File: src/design/wac_pkg.sv
// ----------------------------------------------------------------------------
// Warp access coalescer package
// Shared sizes, types and register codes for the coalescer and its parts.
// ----------------------------------------------------------------------------
`default_nettype none

package wac_pkg;

    // Lanes in the widest warp, and width of an element index.
    localparam int MAX_LANES  = 32;
    localparam int INDEX_BITS = 24;

    // Fixed field widths.
    localparam int ADDR_BITS  = 32;
    localparam int LOG2_BITS  = 4;
    localparam int WARP_BITS  = 6;
    localparam int RUN_BITS   = 14;
    localparam int DATA_BITS  = 32;
    localparam int PADDR_BITS = 4;

    // Derived widths.
    localparam int LANE_BITS  = $clog2(MAX_LANES + 1);
    localparam int CMP_BITS   = (LANE_BITS > WARP_BITS) ? LANE_BITS : WARP_BITS;
    localparam int MAX_SHIFT  = (1 << LOG2_BITS) - 1;
    localparam int SHIFT_BITS = (INDEX_BITS + MAX_SHIFT > ADDR_BITS) ?
                                (INDEX_BITS + MAX_SHIFT) : ADDR_BITS;

    // Saturation value of the run counter.
    localparam logic [RUN_BITS-1:0] RUN_MAX = '1;

    // Register indexes on the configuration port (paddr[3:2]).
    typedef enum logic [1:0] {
        REG_ELEMENT_SIZE_LOG2 = 2'd0,
        REG_LINE_SIZE_LOG2    = 2'd1,
        REG_WARP_SIZE         = 2'd2
    } reg_index_t;

    // Reset values of the configuration registers.
    localparam logic [LOG2_BITS-1:0] ELEMENT_SIZE_LOG2_RST = 4'd2;
    localparam logic [LOG2_BITS-1:0] LINE_SIZE_LOG2_RST    = 4'd7;
    localparam logic [WARP_BITS-1:0] WARP_SIZE_RST         = 6'd32;

    typedef logic [ADDR_BITS-1:0]  line_t;
    typedef logic [INDEX_BITS-1:0] index_t;

    // Control from the top level to the line set.
    typedef struct packed {
        logic insert;  // a lane's line enters the set this cycle
        logic flush;   // the warp closes with this lane
    } set_ctrl_t;

endpackage

`default_nettype wire

File: src/design/wac_line_set.sv
// ----------------------------------------------------------------------------
// Coalescer line set
// Sorted, duplicate-free set of cache lines for the open warp. Every entry
// compares against the new line at once and the insert shifts every entry at once.
// ----------------------------------------------------------------------------
`default_nettype none

module wac_line_set (
    input  logic                                        clk,
    input  logic                                        rst_n,
    input  wac_pkg::set_ctrl_t                          ctrl,
    input  wac_pkg::line_t                              line,
    output wac_pkg::line_t [wac_pkg::MAX_LANES-1:0]     merged,
    output logic [wac_pkg::LANE_BITS-1:0]               merged_count
);
    import wac_pkg::*;

    line_t [MAX_LANES-1:0] entries_reg;
    logic  [LANE_BITS-1:0] count_reg;
    logic  [LANE_BITS-1:0] count_next;

    logic [MAX_LANES-1:0] below;
    logic [MAX_LANES-1:0] equal;
    logic                 do_insert;

    // Per-entry compare against the new line.
    genvar k;
    generate
        for (k = 0; k < MAX_LANES; k++)
        begin : g_cmp
            logic in_use;
            assign in_use   = count_reg > LANE_BITS'(k);
            assign below[k] = in_use && (entries_reg[k] < line);
            assign equal[k] = in_use && (entries_reg[k] == line);
        end
    endgenerate

    assign do_insert = !(|equal) && (count_reg != LANE_BITS'(MAX_LANES));

    // Entries below the new line stay, the slot at the boundary takes the
    // line, and everything above moves up one place.
    generate
        for (k = 0; k < MAX_LANES; k++)
        begin : g_merge
            if (k == 0)
            begin : g_first
                assign merged[k] = (!do_insert || below[k]) ? entries_reg[k] : line;
            end
            else
            begin : g_rest
                assign merged[k] = (!do_insert || below[k]) ? entries_reg[k] :
                                   below[k-1]              ? line :
                                                             entries_reg[k-1];
            end
        end
    endgenerate

    assign merged_count = count_reg + LANE_BITS'(do_insert);

    // A closing lane empties the set after its line has been merged.
    always_comb
    begin
        count_next = count_reg;
        if (ctrl.insert)
        begin
            count_next = ctrl.flush ? '0 : merged_count;
        end
    end

    always_ff @(posedge clk or negedge rst_n)
    begin
        if (!rst_n)
        begin
            count_reg <= '0;
        end
        else
        begin
            count_reg <= count_next;
        end
    end

    // Set contents need no reset: only entries below the count are used.
    always_ff @(posedge clk)
    begin
        if (ctrl.insert)
        begin
            entries_reg <= merged;
        end
    end

endmodule

`default_nettype wire

File: config.mk
export PLATFORM = sky130hd
export DESIGN_NAME = wac_line_set
export DESIGN_NICKNAME = d
export VERILOG_FILES = /design/src/design/wac_pkg.sv /design/src/design/wac_line_set.sv
export SDC_FILE = /design/constraint.sdc
export NUM_CORES = 2
export LEC_CHECK = 0
export ABC_CLOCK_PERIOD_IN_PS = 4990
export BUFFER_PORTS_ARGS = -buffer_cell sky130_fd_sc_hd__buf_2
export CORE_ASPECT_RATIO = 1.2
export CORE_MARGIN = 2
export CORE_UTILIZATION = 35
export DETAILED_ROUTE_END_ITERATION = 6
export GPL_TIMING_DRIVEN = 0
export PLACE_DENSITY = 0.58
export SLEW_MARGIN = 30
export SYNTH_ARGS = -nofsm -noshare
export SYNTH_HDL_FRONTEND = slang
export SYNTH_SLANG_ARGS = --single-unit
File: constraint.sdc
create_clock -name clk -period 4.99 [get_ports clk]
set_input_delay 0.2495 -clock clk [delete_from_list [all_inputs] [get_ports clk]]
set_output_delay 0.2495 -clock clk [all_outputs]
set_load 0.01 [all_outputs]
==> impl_metrics.ini <==
[timing]
post-route-period-util = 1.089
worst_pin_slew_ns = 1.145
worst_slack_ns = -0.4447
hold_viol_final = 0
rsz0062_at_grt = true
finalMaxSlewViolations = 0
clock_skew_ns = 0.03820
finalSetupViolCount = 1021
slew-limit-headroom = 0.2289
finalCriticalPeriod_ns = 5.435
tns_ns = -285.32
max_freq_ghz = 0.1840

[layout]
drive_above_1_share = 0.5065
synthToLayoutAreaGrowth_pct = 31.91
largest_reg_flops = 1024
multiInputGateArea_um2 = 48780
fillers = 20400
fin_util = 0.4646
finalNetCount = 8746
seq_area_um2 = 30900
fin_area_um2 = 104900

[power]
power_density_nw_per_um2 = 291.1
pwr-share-clk = 0.316
pwr-share-seq = 0.367
p_leak_nw = 44.79
finalPower_mw = 30.54
p_comb_frac = 0.317
p_int_mw = 20.02
power_switching_share = 0.3446
vdd_drop_max_mv = 0.2688
switchingPower_mw = 10.52

[critical_path]
crit_top_cell = buf_6
crit_type = flip-flop to primary output
r2r-end = count_reg[1]
end_kind = primary output
worstPathCellList = ha_4, nand4_1, nor4_4, buf_4, nand2_4, o41ai_4, nor3_2, nand4_1, buf_6, buf_12, buf_16, buf_12, buf_6, a21oi_4, buf_12, buf_6, buf_8, mux2_4, buf_6
critPathLaunchType = flip-flop
cpPeakStageDelay_ns = 0.64
worstPathArrival_ns = 5.19
crit_required_ns = 4.74
worst_r2r_startpoint = entries_reg[369]
r2r_slack_ns = 0.20
slowest_stage = o41ai_4
path_buf_inv = 10
cp_top_family = buffers and inverters
ff2ff_path_depth = 19
crit_fanout = 7

[floorplan]
start_util = 0.3522
dieArea_um2 = 231100
rows = 191
design.core.area_um2 = 225800
dieWidth_um = 439.2
fp.dieH_um = 526.2
io_pins = 1066

[min_path]
worstHoldEndpoint = entries_reg[102]
hold-path-cell-count = 3
hp-start = line[6]
hold_class = input pin to flip-flop

[drt]
drt_iter0_drc = 7098
viasPerCell = 6.012
antenna_left = 0
wl_um = 416700
via_count = 64890
drt-pass1-iter-count = 6
wl_per_cell_um = 38.61
drc = 0

[global_routing]
grt_max_degree = 113
antenna_found_initial = 29
grt_remaining_overflow = 0
grt_pass1_vias = 62030
groute.usage.overall = 0.3403
grt_pass1_wl_um = 541100

[yosys]
synth_seq_area_share = 0.3885
synth_area_um2 = 79540
synth_cells = 6126
ys_async_sr_fraction = 0.005825
synth_compound_area_frac = 0.07533
synth_xor_area_frac = 0.0004404
synth_nets = 7188
synthDistinctLibCells = 81
synth_warnings = 0
synth_adder_area_share = 0.1614
synth-edff-count = 1024
synthMuxAreaShare = 0.2915
synthFlopType = edfxtp_1
syn_avg_cell_area_um2 = 12.98
synth_top_family_by_area = multiplexers
yosys.area_share.simple = 0.05397
ys_ff_latch = 1030

[clocking]
cts.clk_slew.worst_paths_ns = 0.06
clock-root-buffer = clkbuf_16
clkLatencyLatePin_ns = 0.85
tritoncts.num_buffers = 133
cts_tree = done
clock_path_buffers = 3
cts.htree.levels = 4
cts_num_sinks = 1030

[placement]
io_buffers = 1065
placed_area_um2 = 89680
place_ws_ns = -3.369
place_congestion = 1.009
dp_hpwl_um = 333500

[run]
drv_cap = 0

[outcome]
status = finished, violations left
violations = negative setup slack
[layout make-up]
class / instances / share of cell area
Buffer: 305 / 0.02653
Sequential cell: 1030 / 0.2945
Tap cell: 2991 / 0.03567
Multi-Input combinational cell: 4691 / 0.4649
Antenna cell: 13 / 0.0003101
Clock buffer: 169 / 0.03331
Inverter: 85 / 0.003780
Timing Repair Buffer: 1438 / 0.1355
Clock inverter: 72 / 0.005414
[power by group through the flow]
| stage | sequential [mW] | combinational, mW | clock [mW] |
|---|---|---|---|
| 2_1_floorplan | 11.0 | 4.35 | 0 |
| 3_3_place_gp | 11.6 | 7.81 | 0 |
| 3_5_place_dp | 11.3 | 8.07 | 0 |
| 4_1_cts | 11.2 | 8.61 | 9.74 |
| 5_1_grt | 11.3 | 10.1 | 10.0 |
| 6_report | 11.2 | 9.68 | 9.66 |
[logic make-up after synthesis]
| group | Yosys count |
|---|---|
| mux | 1982 |
| simple gates | 749 |
| buf+inv | 405 |
| flops | 1030 |
| fa+ha+maj | 1026 |
| xor+xnor | 4 |
| compound gates | 930 |
[synthesized netlist by cell type (6+ instances only)]
cell | number | area share
mux2_2 | 1553 | 0.22
ha_1 | 1026 | 0.16
edfxtp_1 | 1024 | 0.39
a21oi_1 | 330 | 0.021
mux2_4 | 261 | 0.049
nand4_1 | 244 | 0.019
clkbuf_1 | 194 | 0.0092
a21o_1 | 191 | 0.018
o21ai_0 | 179 | 0.011
nand2_1 | 125 | 0.0059
nor2_1 | 107 | 0.0050
mux2i_1 | 90 | 0.011
inv_1 | 85 | 0.0040
nor2b_1 | 79 | 0.0062
mux2_1 | 78 | 0.011
buf_2 | 63 | 0.0040
a211oi_1 | 59 | 0.0056
nand3_1 | 52 | 0.0033
o211ai_1 | 39 | 0.0037
nor3_1 | 33 | 0.0021
buf_12 | 31 | 0.0078
nor4_1 | 29 | 0.0023
a2111oi_0 | 23 | 0.0025
buf_6 | 21 | 0.0030
nor2_8 | 14 | 0.0035
and4_1 | 13 | 0.0014
nand2b_1 | 13 | 0.0010
o21a_1 | 12 | 0.0011
o31ai_1 | 11 | 0.0010
o21bai_1 | 9 | 0.00085
a21oi_2 | 8 | 0.00088
a221o_1 | 7 | 0.00088
buf_4 | 7 | 0.00066
o2111ai_1 | 7 | 0.00077
a2111oi_4 | 6 | 0.0021
a211o_1 | 6 | 0.00066
dfrtp_1 | 6 | 0.0019
o221ai_1 | 6 | 0.00066
[through the flow]
stage / hold WS (ns) / cells
2_1_floorplan: -0.04609 / 6126
3_3_place_gp: 0.08646 / 10180
3_5_place_dp: 0.08958 / 10220
4_1_cts: 0.002987 / 10650
5_1_grt: 0.04024 / 10780
6_report: 0.04541 / 10790
[routing by layer]
metal  up-vias  GRT usage  share of wire
met1     33200     0.4390           0.40
li1      27530          -              -
met2      3507     0.5066           0.42
met4        10     0.1924          0.068
met3       644    0.09828           0.10
met5         -          0        0.00014
[layout by cell type, fill, tap and decap left out, drive strengths merged, types with 7 or more instances in the layout]
master | netlist | final
clkbuf | 194 | 391
o21a | 12 | 12
inv | 85 | 88
o31ai | 11 | 11
nor2 | 122 | 122
nor4 | 31 | 31
or2 | 10 | 10
o21bai | 9 | 9
a21o | 191 | 191
o2111ai | 7 | 7
mux2i | 90 | 90
ha | 1026 | 1026
o21ai | 182 | 182
diode | 0 | 13
mux2 | 1892 | 1892
clkinvlp | 0 | 7
dlygate4sd3 | 0 | 28
a221o | 7 | 7
o211ai | 39 | 39
nand3 | 52 | 52
and4 | 13 | 13
buf | 126 | 1493
nand2b | 13 | 13
nand4 | 244 | 244
a21oi | 338 | 338
a2111oi | 31 | 31
nor2b | 79 | 79
a211oi | 60 | 60
nand2 | 125 | 125
nor3 | 34 | 34
clkinv | 0 | 56
edfxtp | 1024 | 1024
[what timing repair did]
item / CTS / global route
gates resized for setup: 892 / 1121
endpoints found under the setup margin: 2060 / 1028
hold endpoints to repair: 123 / 0
buffers inserted: 134 / 112
hold buffers: 28 / 0
gates cloned: 30 / 38
pin swaps: 51 / 36
[worst min-delay path, cell delays in order]
cell	delay (ns)
buf_2	0.17
mux2_2	0.18
mux2_4	0.15
[worst max-delay path by stage]
stage | end | cells past startpoint | start
floorplan | entries_reg[329] | 12 | line[1]
global placement | count_reg[3] | 3 | ctrl[1]
detailed placement | merged_count[5] | 22 | line[21]
CTS | merged_count[5] | 19 | entries_reg[967]
global route | merged_count[5] | 19 | entries_reg[350]
finish | merged[550] | 19 | entries_reg[369]
No activity file was read; power rests on OpenSTA's default activity.
